`config.mk`:
```
export PLATFORM = sky130hd
export DESIGN_NAME = frame_unpack_params_bcc_top_flat
export DESIGN_NICKNAME = d
export VERILOG_FILES = /design/src/fupb_pkg.sv /design/src/fupb_if.sv /design/src/fupb_parse.sv /design/src/frame_unpack_params_bcc_top.sv /design/src/flat_wrapper.sv
export SDC_FILE = /design/constraint.sdc
export NUM_CORES = 1
export LEC_CHECK = 0
export BUFFER_PORTS_ARGS = -buffer_cell sky130_fd_sc_hd__clkbuf_2
export CAP_MARGIN = 25
export CORE_MARGIN = 1.5
export CORE_UTILIZATION = 30
export CTS_CLUSTER_SIZE = 14
export DETAILED_ROUTE_END_ITERATION = 6
export PLACE_DENSITY = 0.49
export SYNTH_ARGS = -nofsm -noshare
export SYNTH_HDL_FRONTEND = slang
export SYNTH_SLANG_ARGS = --single-unit
```
`constraint.sdc`:
```
create_clock -name clk -period 16.33 [get_ports clk]
set_clock_uncertainty 0.1 [all_clocks]
set_input_delay 0 -clock clk [delete_from_list [all_inputs] [get_ports clk]]
set_output_delay 0 -clock clk [all_outputs]
set_load 0.01 [all_outputs]
```
`src/fupb_pkg.sv`:
```
// Shared types and constants for the frame unpacker with XOR check byte.
// Used by fupb_parse and frame_unpack_params_bcc_top; no dependencies.
`timescale 1ns / 1ps
`default_nettype none

package fupb_pkg;

	// final frame status codes
	localparam logic [1:0] ST_OK     = 2'd0;
	localparam logic [1:0] ST_FORMAT = 2'd1;
	localparam logic [1:0] ST_CHECK  = 2'd2;

	// a data length at or below this is a format error
	localparam logic [15:0] MIN_LEN     = 16'd5;
	// byte position of the first parameter byte (after the two status bytes)
	localparam logic [16:0] PARAM_START = 17'd8;
	localparam logic [16:0] STAT_POS_A  = 17'd6;
	localparam logic [16:0] STAT_POS_B  = 17'd7;

	typedef struct packed {
		logic        is_status;
		logic [7:0]  param_index;
		logic [15:0] param_length;
		logic        byte_valid;
		logic [7:0]  data_byte;
		logic        last_of_param;
		logic [1:0]  status;
	} fupb_item_t;

	typedef struct packed {
		logic       valid;
		fupb_item_t item;
	} fupb_res_t;

endpackage

`default_nettype wire

```
`src/fupb_if.sv`:
```
// Valid/ready channel interfaces for the frame unpacker: received bytes in,
// parameter and status words out. No dependencies.
`timescale 1ns / 1ps
`default_nettype none

interface fupb_in_if;
	logic       valid;
	logic       ready;
	logic       frame_start;
	logic [7:0] rx_byte;

	modport source(output valid, output frame_start, output rx_byte, input ready);
	modport sink(input valid, input frame_start, input rx_byte, output ready);
endinterface

interface fupb_out_if;
	logic        valid;
	logic        ready;
	logic        is_status;
	logic [7:0]  param_index;
	logic [15:0] param_length;
	logic        byte_valid;
	logic [7:0]  data_byte;
	logic        last_of_param;
	logic [1:0]  status;

	modport source(output valid, output is_status, output param_index,
		output param_length, output byte_valid, output data_byte,
		output last_of_param, output status, input ready);
	modport sink(input valid, input is_status, input param_index,
		input param_length, input byte_valid, input data_byte,
		input last_of_param, input status, output ready);
endinterface

`default_nettype wire

```
`src/fupb_parse.sv`:
```
// Frame parser: tracks position, length, running XOR and parameter state,
// and forms any result word for an accepted byte. Depends on fupb_pkg.
`timescale 1ns / 1ps
`default_nettype none

module fupb_parse (
	input  wire logic              clk,
	input  wire logic              arst_n,
	input  wire logic              accept,
	input  wire logic              frame_start,
	input  wire logic [7:0]        rx_byte,
	input  wire logic [7:0]        param_count,
	output fupb_pkg::fupb_res_t    res
);
	import fupb_pkg::*;

	localparam logic [1:0] PH_LEN_HI = 2'd0;
	localparam logic [1:0] PH_LEN_LO = 2'd1;
	localparam logic [1:0] PH_DATA   = 2'd2;

	logic [16:0] pos_q,   pos_d;
	logic [15:0] flen_q,  flen_d;
	logic [7:0]  bcc_q,   bcc_d;
	logic        sbz_q,   sbz_d;
	logic [7:0]  pdone_q, pdone_d;
	logic [1:0]  phase_q, phase_d;
	logic [15:0] plen_q,  plen_d;
	logic [15:0] prem_q,  prem_d;
	logic        active_q, active_d;

	logic        in_data;
	logic [15:0] plen_lo;
	logic [15:0] prem_dec;

	assign in_data  = pos_q <= ({1'b0, flen_q} + 17'd2);
	assign plen_lo  = {plen_q[15:8], rx_byte};
	assign prem_dec = prem_q - 16'd1;

	always_comb begin
		pos_d    = pos_q;
		flen_d   = flen_q;
		bcc_d    = bcc_q;
		sbz_d    = sbz_q;
		pdone_d  = pdone_q;
		phase_d  = phase_q;
		plen_d   = plen_q;
		prem_d   = prem_q;
		active_d = active_q;
		res      = '0;

		if (frame_start) begin
			pos_d    = 17'd1;
			flen_d   = '0;
			bcc_d    = '0;
			sbz_d    = 1'b1;
			pdone_d  = '0;
			phase_d  = PH_LEN_HI;
			plen_d   = '0;
			prem_d   = '0;
			active_d = 1'b1;
		end else if (active_q) begin
			pos_d = pos_q + 17'd1;
			if (pos_q == 17'd1) begin
				flen_d = {rx_byte, 8'h00};
			end else if (pos_q == 17'd2) begin
				flen_d = {flen_q[15:8], rx_byte};
			end else if (in_data) begin
				bcc_d = bcc_q ^ rx_byte;
				if ((pos_q == STAT_POS_A || pos_q == STAT_POS_B) && rx_byte != 8'h00)
					sbz_d = 1'b0;
				if (pos_q >= PARAM_START && sbz_q && pdone_q < param_count) begin
					unique case (phase_q)
						PH_LEN_HI: begin
							plen_d  = {rx_byte, 8'h00};
							phase_d = PH_LEN_LO;
						end
						PH_LEN_LO: begin
							plen_d = plen_lo;
							prem_d = plen_lo;
							if (plen_lo == 16'd0) begin
								// empty parameter: one marker word
								res.valid              = 1'b1;
								res.item.param_index   = pdone_q;
								res.item.last_of_param = 1'b1;
								pdone_d = pdone_q + 8'd1;
								phase_d = PH_LEN_HI;
							end else begin
								phase_d = PH_DATA;
							end
						end
						default: begin
							prem_d                 = prem_dec;
							res.valid              = 1'b1;
							res.item.param_index   = pdone_q;
							res.item.param_length  = plen_q;
							res.item.byte_valid    = 1'b1;
							res.item.data_byte     = rx_byte;
							res.item.last_of_param = (prem_dec == 16'd0);
							if (prem_dec == 16'd0) begin
								pdone_d = pdone_q + 8'd1;
								phase_d = PH_LEN_HI;
							end
						end
					endcase
				end
			end else begin
				// check byte: close the frame with its status
				res.valid          = 1'b1;
				res.item.is_status = 1'b1;
				priority if (!sbz_q || flen_q <= MIN_LEN)
					res.item.status = ST_FORMAT;
				else if (bcc_q != rx_byte)
					res.item.status = ST_CHECK;
				else
					res.item.status = ST_OK;
				pos_d    = pos_q;
				active_d = 1'b0;
			end
		end

		if (!accept)
			res.valid = 1'b0;
	end

	always_ff @(posedge clk or negedge arst_n) begin
		if (!arst_n) begin
			pos_q    <= '0;
			flen_q   <= '0;
			bcc_q    <= '0;
			sbz_q    <= 1'b1;
			pdone_q  <= '0;
			phase_q  <= PH_LEN_HI;
			plen_q   <= '0;
			prem_q   <= '0;
			active_q <= 1'b0;
		end else if (accept) begin
			pos_q    <= pos_d;
			flen_q   <= flen_d;
			bcc_q    <= bcc_d;
			sbz_q    <= sbz_d;
			pdone_q  <= pdone_d;
			phase_q  <= phase_d;
			plen_q   <= plen_d;
			prem_q   <= prem_d;
			active_q <= active_d;
		end
	end

endmodule

`default_nettype wire

```
`src/frame_unpack_params_bcc_top.sv`:
```
// Channel    Dir  Word
// in_ch      in   frame_start, rx_byte
// out_ch     out  is_status, param_index, param_length, byte_valid, data_byte,
//                 last_of_param, status
// cfg        in   cfg_we / cfg_wdata -> param_count
//
// One byte is accepted per cycle while in_ch.ready is high; its word (if
// any) appears in the output register on the next cycle. The only per-byte
// path is fupb_parse: counter, XOR and compare updates. in_ch.ready drops
// only while the output register holds a word that out_ch does not take.
// Reset clears the frame state and param_count; a frame then starts at a
// byte with frame_start set. Depends on fupb_pkg, fupb_if and fupb_parse.
`timescale 1ns / 1ps
`default_nettype none

module frame_unpack_params_bcc_top (
	input  wire logic  clk,
	input  wire logic  arst_n,
	fupb_in_if.sink    in_ch,
	fupb_out_if.source out_ch,
	input  wire logic  cfg_we,
	input  wire logic [7:0] cfg_wdata
);
	import fupb_pkg::*;

	logic [7:0] pcount_val_q;
	logic       in_acc;
	fupb_res_t  res;
	logic       out_valid_q;
	fupb_item_t out_item_q;

	assign in_ch.ready = !out_valid_q || out_ch.ready;
	assign in_acc      = in_ch.valid && in_ch.ready;

	always_ff @(posedge clk or negedge arst_n) begin
		if (!arst_n) begin
			pcount_val_q <= '0;
		end else if (cfg_we) begin
			pcount_val_q <= cfg_wdata;
		end
	end

	fupb_parse u_parse (
		.clk         (clk),
		.arst_n      (arst_n),
		.accept      (in_acc),
		.frame_start (in_ch.frame_start),
		.rx_byte     (in_ch.rx_byte),
		.param_count (pcount_val_q),
		.res         (res)
	);

	always_ff @(posedge clk or negedge arst_n) begin
		if (!arst_n) begin
			out_valid_q <= 1'b0;
		end else if (in_acc) begin
			out_valid_q <= res.valid;
		end else if (out_ch.ready) begin
			out_valid_q <= 1'b0;
		end
	end

	// payload: load only when a new word is produced
	always_ff @(posedge clk) begin
		if (in_acc && res.valid) begin
			out_item_q <= res.item;
		end
	end

	assign out_ch.valid         = out_valid_q;
	assign out_ch.is_status     = out_item_q.is_status;
	assign out_ch.param_index   = out_item_q.param_index;
	assign out_ch.param_length  = out_item_q.param_length;
	assign out_ch.byte_valid    = out_item_q.byte_valid;
	assign out_ch.data_byte     = out_item_q.data_byte;
	assign out_ch.last_of_param = out_item_q.last_of_param;
	assign out_ch.status        = out_item_q.status;

`ifndef SYNTH
	a_status_word_clean: assert property (@(posedge clk) disable iff (!arst_n)
		out_valid_q && out_item_q.is_status |-> out_item_q.param_index == 8'd0
		&& out_item_q.param_length == 16'd0 && !out_item_q.byte_valid
		&& out_item_q.data_byte == 8'd0 && !out_item_q.last_of_param)
		else $error("status word carries parameter fields");

	a_param_word_ok: assert property (@(posedge clk) disable iff (!arst_n)
		out_valid_q && !out_item_q.is_status |-> out_item_q.status == ST_OK)
		else $error("parameter word carries a status code");

	a_marker_word: assert property (@(posedge clk) disable iff (!arst_n)
		out_valid_q && !out_item_q.is_status && !out_item_q.byte_valid
		|-> out_item_q.last_of_param && out_item_q.param_length == 16'd0
		&& out_item_q.data_byte == 8'd0)
		else $error("empty parameter marker malformed");

	a_no_overwrite: assert property (@(posedge clk) disable iff (!arst_n)
		out_valid_q && !out_ch.ready |=> out_valid_q && $stable(out_item_q))
		else $error("pending word lost or changed");

	a_ready_when_empty: assert property (@(posedge clk) disable iff (!arst_n)
		!out_valid_q |-> in_ch.ready)
		else $error("input stalled with an empty output register");
`endif

endmodule

`default_nettype wire
```
`src/flat_wrapper.sv`:
```
// flat-port wrapper written by rule: the top's interface ports become plain ports
module frame_unpack_params_bcc_top_flat import fupb_pkg::*;
  (clk, arst_n, cfg_we, cfg_wdata, in_ch_valid, in_ch_frame_start, in_ch_rx_byte, in_ch_ready, out_ch_valid, out_ch_is_status, out_ch_param_index, out_ch_param_length, out_ch_byte_valid, out_ch_data_byte, out_ch_last_of_param, out_ch_status, out_ch_ready);
  fupb_in_if in_ch_i ();
  fupb_out_if out_ch_i ();
  input  wire logic clk;
  input  wire logic arst_n;
  input  wire logic cfg_we;
  input  wire logic [7:0] cfg_wdata;
  input wire logic [$bits(in_ch_i.valid)-1:0] in_ch_valid;
  input wire logic [$bits(in_ch_i.frame_start)-1:0] in_ch_frame_start;
  input wire logic [$bits(in_ch_i.rx_byte)-1:0] in_ch_rx_byte;
  output wire logic [$bits(in_ch_i.ready)-1:0] in_ch_ready;
  output wire logic [$bits(out_ch_i.valid)-1:0] out_ch_valid;
  output wire logic [$bits(out_ch_i.is_status)-1:0] out_ch_is_status;
  output wire logic [$bits(out_ch_i.param_index)-1:0] out_ch_param_index;
  output wire logic [$bits(out_ch_i.param_length)-1:0] out_ch_param_length;
  output wire logic [$bits(out_ch_i.byte_valid)-1:0] out_ch_byte_valid;
  output wire logic [$bits(out_ch_i.data_byte)-1:0] out_ch_data_byte;
  output wire logic [$bits(out_ch_i.last_of_param)-1:0] out_ch_last_of_param;
  output wire logic [$bits(out_ch_i.status)-1:0] out_ch_status;
  input wire logic [$bits(out_ch_i.ready)-1:0] out_ch_ready;
  assign in_ch_i.valid = in_ch_valid;
  assign in_ch_i.frame_start = in_ch_frame_start;
  assign in_ch_i.rx_byte = in_ch_rx_byte;
  assign in_ch_ready = in_ch_i.ready;
  assign out_ch_valid = out_ch_i.valid;
  assign out_ch_is_status = out_ch_i.is_status;
  assign out_ch_param_index = out_ch_i.param_index;
  assign out_ch_param_length = out_ch_i.param_length;
  assign out_ch_byte_valid = out_ch_i.byte_valid;
  assign out_ch_data_byte = out_ch_i.data_byte;
  assign out_ch_last_of_param = out_ch_i.last_of_param;
  assign out_ch_status = out_ch_i.status;
  assign out_ch_i.ready = out_ch_ready;
  frame_unpack_params_bcc_top u_core (.clk(clk), .arst_n(arst_n), .in_ch(in_ch_i), .out_ch(out_ch_i), .cfg_we(cfg_we), .cfg_wdata(cfg_wdata));
endmodule
```
# --- Yosys cells after proc, flatten, opt, wreduce, memory -nomap -nowiden ---
# Index checks and enable logic that the tools add are counted.
word_totals:
  reg_bits: 131
  word_cells: 164
classes:
  n_addsub: 4
  order_cmp: 4
  n_eq_ne: 11
  muxes: 78
  n_bitwise: 4
  reduce_logical: 42
ops:
  columns: ["op", "count"]
  rows:
  - ["$mux W16", 15]
  - ["$mux W38", 4]
  - ["$mux W8", 15]
  - ["$mux W17", 5]
  - ["$mux W34", 2]
  - ["$pmux W16 S2", 2]
  - ["$eq A17 B3 Y1 const B", 2]
  - ["$logic_not A16 Y1", 2]
  - ["$pmux W8 S2", 2]
  - ["$mux W25", 1]
  - ["$mux W2", 11]
  - ["$reduce_and A7 Y1", 3]
  - ["$mux W1", 18]
  - ["$add A16 B2 Y17 const B", 1]
  - ["$add A17 B1 Y17 const B", 1]
  - ["$eq A17 B1 Y1 const B", 1]
  - ["$eq A17 B2 Y1 const B", 1]
  - ["$ge A17 B4 Y1 const B", 1]
  - ["$le A17 B17 Y1", 1]
  - ["$le A16 B3 Y1 const B", 1]
  - ["$sub A16 B1 Y16 const B", 1]
  - ["$reduce_bool A2 Y1", 7]
  - ["$reduce_or A6 Y1", 2]
  - ["$reduce_and A3 Y1", 3]
  - ["other kinds (25)", 41]

# --- Longest topological paths before layout ---
# Gate-level depths: netlist (run 1).
depth:
  ltp_word: 11
  ltp_mapped: 15
  depth_no_buf: 13

# --- By module ---
# Synthesis (run 1) repeated with hierarchy kept, for this count alone.
unflattened:
  cells_unflattened: 755
  hier_area_um2: 7278.2
by_module_without_submodules:
  columns: ["module", "n_inst", "cells_per_inst", "area_each_um2", "seq_area_each_um2"]
  rows:
  - ["fupb_parse", 1, 695, 5784.3, 2128.3]
  - ["frame_unpack_params_bcc_top", 1, 60, 1493.9, 1336.3]

# --- Worst setup path before layout (run 1) ---
# Ideal clock, no wire load.
synth_timing:
  kind: "flip-flop to flip-flop"
  start: "reg u_core.u_parse.flen_q[4]"
  end: "reg u_core.out_item_q (netlist bit u_core.out_ch.byte_valid), enable pin"
  setup_time_ns: 0.477
  arrival_ns: 5.468
  t_required_ns: 15.753
  slack_ns: 10.285
  path_stages_with_launch: 15
  path_buffers: 1
  period_less_slack_ns: 6.045
  cell_sequence: "dfrtp_1 -> and4_1 -> and4_1 -> nand4_1 -> or2_2 -> xor2_1 -> ha_1 -> nand4_2 -> nor4_2 -> nor2b_1 -> or2_1 -> o21ai_0 -> clkbuf_1 -> o21a_1 -> nor3_1"
synth_between:
  elab_chain_len: 9
synth_lines:
  columns: ["item", "line_no", "source"]
  rows:
  - ["start, declared", "fupb_parse.sv:22", "logic [15:0] flen_q, flen_d;"]
  - ["start signal, assigned", "fupb_parse.sv:138", "flen_q <= flen_d;"]
  - ["$add A16 B2 Y17", "fupb_parse.sv:35", "assign in_data = pos_q <= ({1'b0, flen_q} + 17'd2);"]
  - ["$le A17 B17 Y1", "fupb_parse.sv:35", null]
  - ["$mux W1", "fupb_parse.sv:67", "end else if (in_data) begin"]
  - ["$mux W38", "fupb_parse.sv:65", "end else if (pos_q == 17'd2) begin"]
  - ["$mux W38", "fupb_parse.sv:63", "if (pos_q == 17'd1) begin"]
  - ["$mux W38", "fupb_parse.sv:61", "end else if (active_q) begin"]
  - ["$mux W38", "fupb_parse.sv:51", "if (frame_start) begin"]
  - ["$mux W1", "fupb_parse.sv:121", "if (!accept)"]
  - ["$logic_and A1 B1 Y1", "frame_unpack_params_bcc_top.sv:65", "if (in_acc && res.valid) begin"]
  - ["end signal, assigned", "frame_unpack_params_bcc_top.sv:66", "out_item_q <= res.item;"]
  - ["end, declared", "frame_unpack_params_bcc_top.sv:30", "fupb_item_t out_item_q;"]
# No other way between the ends.
# A chain may end at the register's enable or synchronous reset.

# --- Worst setup path after layout (run 1) ---
layout_timing:
  start: "reg u_core.u_parse.flen_q[4]"
  end: "reg u_core.u_parse.plen_q[7]"
layout_between:
  elab_chain_len: 4
layout_lines:
  columns: ["item", "line_no", "source"]
  rows:
  - ["$add A16 B2 Y17", "fupb_parse.sv:35", null]
  - ["$le A17 B17 Y1", "fupb_parse.sv:35", null]
  - ["$reduce_bool A2 Y1 (no source line)", null, null]
  - ["$reduce_and A7 Y1 (no source line)", null, null]
  - ["end signal, assigned", "fupb_parse.sv:143", "plen_q <= plen_d;"]
  - ["end, declared", "fupb_parse.sv:27", "logic [15:0] plen_q, plen_d;"]
# No other way between the ends.

==> impl_results.md, run 1 <==
* Diode count at 0
* Post-layout min period at 4.57 ns
* Initial antenna violation count at 0
* Worst r2r src: u_core.u_parse.flen_q[4]
* Unique masters post-synth at 65
* Tcrit/Tclk final at 0.280
* Slew @ Worst Pin at 0.982 ns
* Slowest cell on crit path: o31ai_2
* EDFF count, synth at 37
* Crit path top cell by count: and4_1
* Worst R2R Path Depth at 13
* Crit-path max cell delay at ~0.77 ns
* Xor and xnor area share after synthesis at 0.0280
* Core Box Area at 24500 µm²
* Dominant cells by area after synthesis: dfrtp_1 (31%), edfxtp_1 (15%), ha_1 (5.3%)
* Worst r2r dst: u_core.u_parse.plen_q[7]
* Routed length per instance at 17.8 µm
* Drt total wl at 21200 µm
* Adder-Cell Fraction of Synth Area at 0.0533
* I/O Pins at 61
* CP startpoint kind: flop
* Die Height at 161 µm
* Worst setup EP type: flop
* Hold endpoint: u_core.u_parse.active_q
* Portion of netlist area occupied by mux cells at 0.0246
* # port buffers at 60
* Max_cap viols at 0
* Synth-to-Final Area Change at 21.2%
* Largest net degree at the start of global routing at 71
* Number of remaining DRC errors at 0
* Sequential area share after synthesis at 0.461
* Global-route wire length before repair at 34300 µm
* Worst-path clk slew at 0.06 ns
* Post-synthesis compound-gate area fraction at 0.170
* Synthesized cell area at 7520 µm²
* Avg Inst Size Synth at 9.65 µm²
* VDD IR max at 59.4 µV
* Final nets at 908
* CTS Buf Count at 17
* WP data required at 16.54 ns
* Worst-Skew Late Latency at about 0.43 ns
* Final Power at 1.30 mW
* Worst Hold Launch: out_ch_ready
* Via density at 5.33
* Post-synthesis register bit count at 131
* Core Util, Final at 0.372
* Mapped Nets at 833
* Post-Synthesis Cells at 779
* Share of cells above drive strength 1 at 0.155
* Most common cell in the netlist: dfrtp_1
* Setup_tns at 0 ns
* Pwr dens at 142 nW/µm²
* Placed cells at 1122
* Status: complete, no violations
* Synth warnings at 0
* Worst hold path class: in2reg
* Routed Antenna Nets at 0
* Reg2reg setup slack at 11.76 ns
* HPWL after DPL at 14600 µm
* Vias in the first global route at 6086
* Async SR Flop Fraction at 0.718
* Drt first pass iters at 5
* H-tree depth at 4
* Starting density of the core at 0.307
* Hold path cells at 5
* Slew HR at 0.341
* GRT overflow at 0
* Fmax at around 220 MHz
* Main synth FF type: dfrtp_1
* Area share of and/or/nand/nor cells after synthesis at 0.218
* CTS tree: done
* CP cell instances: and4_1 -> and4_1 -> nand4_1 -> or2_2 -> xor2_1 -> ha_1 -> nand4_2 -> nor4_2 -> nand2_1 -> nor3b_1 -> o31ai_2 -> o211ai_1 -> mux2_2
* CP Class: reg2reg
* Non-Filler Instances at 1191
* Starting DRC count in detailed routing at about 510
* Root buffer cell: clkbuf_16
* Final hold slack at between 0.1 and 0.15 ns
* Unrepaired setup endpoints after global routing: false
* Yosys top cell area share at 0.310
* Via Count at 6348
* Largest family of logic cells by synthesized area: simple AND/OR/NAND/NOR gates
* Hold Vio Cnt, Final at 0
* Die Wd at about 160 µm
* Slew Limit Fails at 0
* Critical Path AT at ~4.8 ns
* Gr usage total at 0.170
* Clock Path Buffers at 2
* Crit path max fanout at 10
* Final setup viols at 0
* CTS sink count at 131
* Leakage power at 3.88 nW
* Final GP Congestion at 0.810
* Die ar. at 26000 µm²
* Post-synth top cells: dfrtp_1 (93), nand2_1 (78), clkbuf_1 (46)
* Synth area leader: dfrtp_1
* Post-cts resize count at 0
* # rows at 57
## how the worst max path moves through the flow
stage | startpoint | to | slack [ns] | depth (start not counted)
3_3_place_gp | u_core.u_parse.flen_q[4] | u_core.u_parse.plen_q[7] | 11.89 | 13
5_1_grt | u_core.u_parse.flen_q[3] | u_core.u_parse.plen_q[7] | 11.46 | 13
6_report | u_core.u_parse.flen_q[4] | u_core.u_parse.plen_q[7] | 11.76 | 13
2_1_floorplan | u_core.u_parse.flen_q[4] | u_core.out_ch.byte_valid | 10.28 | 14
3_5_place_dp | u_core.u_parse.flen_q[4] | u_core.u_parse.plen_q[7] | 11.81 | 13
4_1_cts | u_core.u_parse.flen_q[4] | u_core.u_parse.plen_q[7] | 11.79 | 13
## per-layer routing
layer / GRT usage / vias to the layer above / part of all wire
li1: - / 3068 / -
met1: 0.247 / 3063 / 0.50
met2: 0.256 / 195 / 0.44
met3: 0.0313 / 22 / 0.047
met4: 0.0535 / 0 / 0.014
met5: 0 / - / 0
## logic make-up (layout without fill, tap and decap cells)
logic type                 count (synthesis)  count (layout)
AOI/OAI and AO/OA                        184             184
and+or+nand+nor                          302             302
xor gates and xnor gates                  24              24
muxes                                     18              18
adders and majority gates                 32              32
buffers and inverters                     88             176
DFF                                      131             131
## registers in the layout, summed over array words and instances, names as in the netlist, 16 cells and up
| name | count |
|---|---|
| u_core.out_ch.param_length | 16 |
| u_core.u_parse.plen_q | 16 |
| u_core.u_parse.prem_q | 16 |
| u_core.u_parse.flen_q | 16 |
| u_core.u_parse.pos_q | 17 |
## layout make-up
| cell class | instances | area [µm²] |
|---|---|---|
| fill | 2417 | 15400 |
| inverter | 38 | 143 |
| tap | 324 | 405 |
| clock inverter | 13 | 150 |
| multi-input combinational | 560 | 3730 |
| clock buffer | 19 | 443 |
| sequential | 131 | 3460 |
| timing repair buffer | 106 | 768 |
## power by group
| group | internal (mW) | switching, mW | total, mW |
|---|---|---|---|
| logic | 0.165 | 0.266 | 0.431 |
| registers | 0.395 | 0.0846 | 0.480 |
| clock network | 0.231 | 0.154 | 0.385 |
## placed cells by master, fill, tap and decap left out, types with 34 or more instances in the layout
| cell | Yosys | final |
|---|---|---|
| dfrtp_1 | 93 | 93 |
| nand2_1 | 78 | 78 |
| clkbuf_2 | 0 | 59 |
| o21ai_0 | 43 | 42 |
| a21oi_1 | 41 | 41 |
| inv_1 | 37 | 37 |
| edfxtp_1 | 37 | 37 |
| dlygate4sd3_1 | 0 | 35 |
| nor4_1 | 34 | 34 |
## worst max-delay path: cells and delay by family, from the launching register on
family | cells | cell delay, ns
flip-flops | 1 | 0.42
AO/OA/AOI/OAI | 2 | 1.27
adder cells (fa/ha/maj) | 1 | 0.33
XOR/XNOR | 1 | 0.15
AND/OR/NAND/NOR | 8 | 1.78
multiplexers | 1 | 0.40
## through the flow
stage / setup WS, ns / cell area [µm²]
global route: 11.46 / 9110
floorplan: 10.28 / 7520
CTS: 11.79 / 9080
finish: 11.76 / 9110
global placement: 11.89 / 8120
detailed placement: 11.81 / 8120
## timing repair
action / in CTS / in global routing
buffers inserted: 0 / 0
hold buffers: 36 / 0
endpoints found under the hold margin: 55 / 0
Power figures use the tool's default switching activity.
==> inputs of run 2 (changes only) <==
--- a/config.mk
+++ b/config.mk
@@ -11,7 +11,7 @@
 export CORE_UTILIZATION = 30
 export CTS_CLUSTER_SIZE = 14
 export DETAILED_ROUTE_END_ITERATION = 6
-export PLACE_DENSITY = 0.49
+export PLACE_DENSITY = 0.5
 export SYNTH_ARGS = -nofsm -noshare
 export SYNTH_HDL_FRONTEND = slang
 export SYNTH_SLANG_ARGS = --single-unit
==> constraint.sdc (replaced) <==
create_clock -name clk -period 3.8 [get_ports clk]
set_clock_uncertainty 0.1 [all_clocks]
set_input_delay 0 -clock clk [delete_from_list [all_inputs] [get_ports clk]]
set_output_delay 0 -clock clk [all_outputs]
set_load 0.01 [all_outputs]
==> impl_results.md, run 2 (synthesis gave the netlist of run 1 again) <==
* Final hold slack at 0.105 ns (-0.0293 ns)
* Non-Filler Instances at 1243 (+4.4%)
* Worst R2R Path Depth at 13 (unchanged)
* Status: complete, no violations
* Worst Hold Launch: in_ch_frame_start
* Worst Slack Setup Final at 0.0625 ns (-11.70 ns)
* Gr usage total at 0.173 (+0.00320)
* Slowest cell on crit path: or4_4
* Crit-path max cell delay at 0.67 ns (-0.10 ns)
* Routed Antenna Nets at 0 (unchanged)
* Cell family with most CP delay: simple AND/OR/NAND/NOR gates
* Via density at 5.29 (-0.76%)
* Hold Vio Cnt, Final at 0 (unchanged)
* CTS sink count at 131 (unchanged)
* Placed Area at 8440 µm² (+4.0%)
* Crit path top cell by count: a21o_1
* Share of cells above drive strength 1 at 0.223 (+0.0685)
* Slew @ Worst Pin at 0.973 ns (-0.00850 ns)
* Final nets at 960 (+5.7%)
* HPWL after DPL at 15100 µm (+3.2%)
* Crit path max fanout at 7 (-3)
* Reg2reg setup slack at 0.06 ns (-11.70 ns)
* Number of remaining DRC errors at 0 (unchanged)
* H-tree depth at 4 (unchanged)
* Largest net degree at the start of global routing at 67 (-5.6%)
* Most frequent cells in the layout: dfrtp_1 (93), nand2_1 (77), clkbuf_2 (59)
* Core Box Area at 24500 µm² (unchanged)
* Grt peak-use layer: met2
* Crit path from: u_core.u_parse.flen_q[5]
* Pwr dens at 609 nW/µm² (+330%)
* Leakage power at 4.11 nW (+6.1%)
* CP startpoint kind: flop
* Setup_tns at 0 ns (unchanged)
* Fmax at 268 MHz (+22%)
* Max reg flops at 17 (unchanged)
* Worst r2r src: u_core.u_parse.flen_q[5]
* Die Wd at 161 µm (unchanged)
* M3 GR Usage at 0.0357 (+0.00437)
* WP data required at 4.05 ns (-12.49 ns)
* WP buf/inv at 0 (unchanged)
* Post-layout min period at 3.74 ns (-0.828 ns)
* Root buffer cell: clkbuf_16
* CP Class: reg2reg
* VDD IR max at 321 µV (+440%)
* Global-route wire length before repair at 35100 µm (+2.5%)
* CP cell instances: and4_4 -> and4_1 -> nand4_1 -> nor2_2 -> xnor2_1 -> ha_1 -> a21o_1 -> a21o_1 -> a221o_1 -> o21a_1 -> or3_4 -> or4_4 -> o21ai_2
* CTS Buf Count at 17 (unchanged)
* Worst-Skew Late Latency at 0.43 ns (about the same)
* Drt total wl at 22300 µm (+5.0%)
* Via Count at 6575 (+3.6%)
* GRT overflow at 0 (unchanged)
* Design area at 9600 µm² (+5.4%)
* Slew Limit Fails at 0 (unchanged)
* Clock Path Buffers at 2 (unchanged)
* # rows at 57 (unchanged)
* # port buffers at 60 (unchanged)
* Tcrit/Tclk final at 0.984 (+0.704)
* Synth-to-Final Area Change at 27.7%
* Hold endpoint: u_core.u_parse.phase_q[1]
* Worst-path clk slew at 0.06 ns (about the same)
* Core Util, Final at 0.392 (+0.0201)
* Slew HR at 0.347 (+0.00571)
* Initial antenna violation count at 0 (unchanged)
* Critical Path AT at 3.99 ns (-0.79 ns)
* Unrepaired setup endpoints after global routing: true
* Final GP Congestion at 0.832 (+2.7%)
* I/O Pins at 61 (unchanged)
* Vias in the first global route at 6205 (+2.0%)
* Max_cap viols at 0 (unchanged)
* Met2 Resource Use GR at 0.261 (+0.00549)
* Hold path cells at 2 (-3)
* Starting DRC count in detailed routing at 511 (-0.20%)
* Drt first pass iters at 7 (+2)
* Final setup viols at 0 (unchanged)
* Starting density of the core at 0.307 (unchanged)
* Largest reg by FF count: u_core.u_parse.pos_q
* Die ar. at 26000 µm² (unchanged)
* Routed length per instance at 17.9 µm (+0.62%)
* Final Power at 5.85 mW (+350%)
* Met1 Track Usage GR at 0.248 (+0.00137)
* Worst r2r dst: u_core.u_parse.prem_q[10]
* Commonest non-fill, non-tap cell in the layout: dfrtp_1
* CTS tree: done
* Diode count at 0 (unchanged)
* WP depth at 13 (unchanged)
* DP Worst Slack at -0.139 ns (-11.95 ns)
* Worst setup EP type: flop
* Die Height at 161 µm (unchanged)
* Worst hold path class: in2reg
* Placed cells at 1161 (+3.5%)
## run 2: cell types whose count changed in the layout (fill, tap and decap cells not counted), moves of 2 or more
cell / delta
o21ai_0: -4
clkinvlp_4: +3
ha_1: -2
buf_6: +4
nor3_1: -2
nor3_4: +2
buf_4: +47
clkinv_4: -2
o21ai_2: +3
## run 2: power by group
| group | leakage (nW) | total [mW] | switching (mW) | internal, mW |
|---|---|---|---|---|
| clock network | 0.265 | 1.61 | 0.685 | 0.928 |
| logic | 2.21 | 2.23 | 1.32 | 0.914 |
| registers | 1.64 | 2.00 | 0.306 | 1.70 |
## run 2: layout make-up
cell class	count	area, µm²
clock buffer	19	443
clock inverter	13	128
fill	2414	14900
inverter	38	143
multi-input combinational	562	3880
sequential	131	3460
tap	324	405
timing repair buffer	156	1130
## run 2: how the worst max path moves through the flow
stage	slack, ns	end
floorplan	-0.27	u_core.out_ch.byte_valid
global placement	-0.06	u_core.out_ch.param_length[0]
detailed placement	-0.14	u_core.out_ch.param_index[1]
CTS	0.01	u_core.u_parse.prem_q[2]
global route	-0.1	u_core.u_parse.prem_q[10]
finish	0.06	u_core.u_parse.prem_q[10]
## run 2: what timing repair did
action | in CTS | in global routing
setup buffers | 2 | 10
hold buffers | 34 | 0
pin swaps | 2 | 17
cloned | 0 | 3
setup endpoints to repair | 37 | 116
endpoints found under the hold margin | 103 | 0
gates resized for setup | 2 | 32
## run 2: layer usage
metal | routed length, µm | vias to the layer above
met5 | 0 | -
met1 | 10800 | 3203
li1 | - | 3171
met4 | 382 | 0
met2 | 10000 | 176
met3 | 1110 | 25
## run 2: worst register-to-register path: cells and delay by family, from the launching register on
kind	cells	cell delay, ns
DFF	1	0.34
AOI/OAI and AO/OA	5	1.05
xor gates and xnor gates	1	0.13
and+or+nand+nor	6	1.78
adders and majority gates	1	0.26
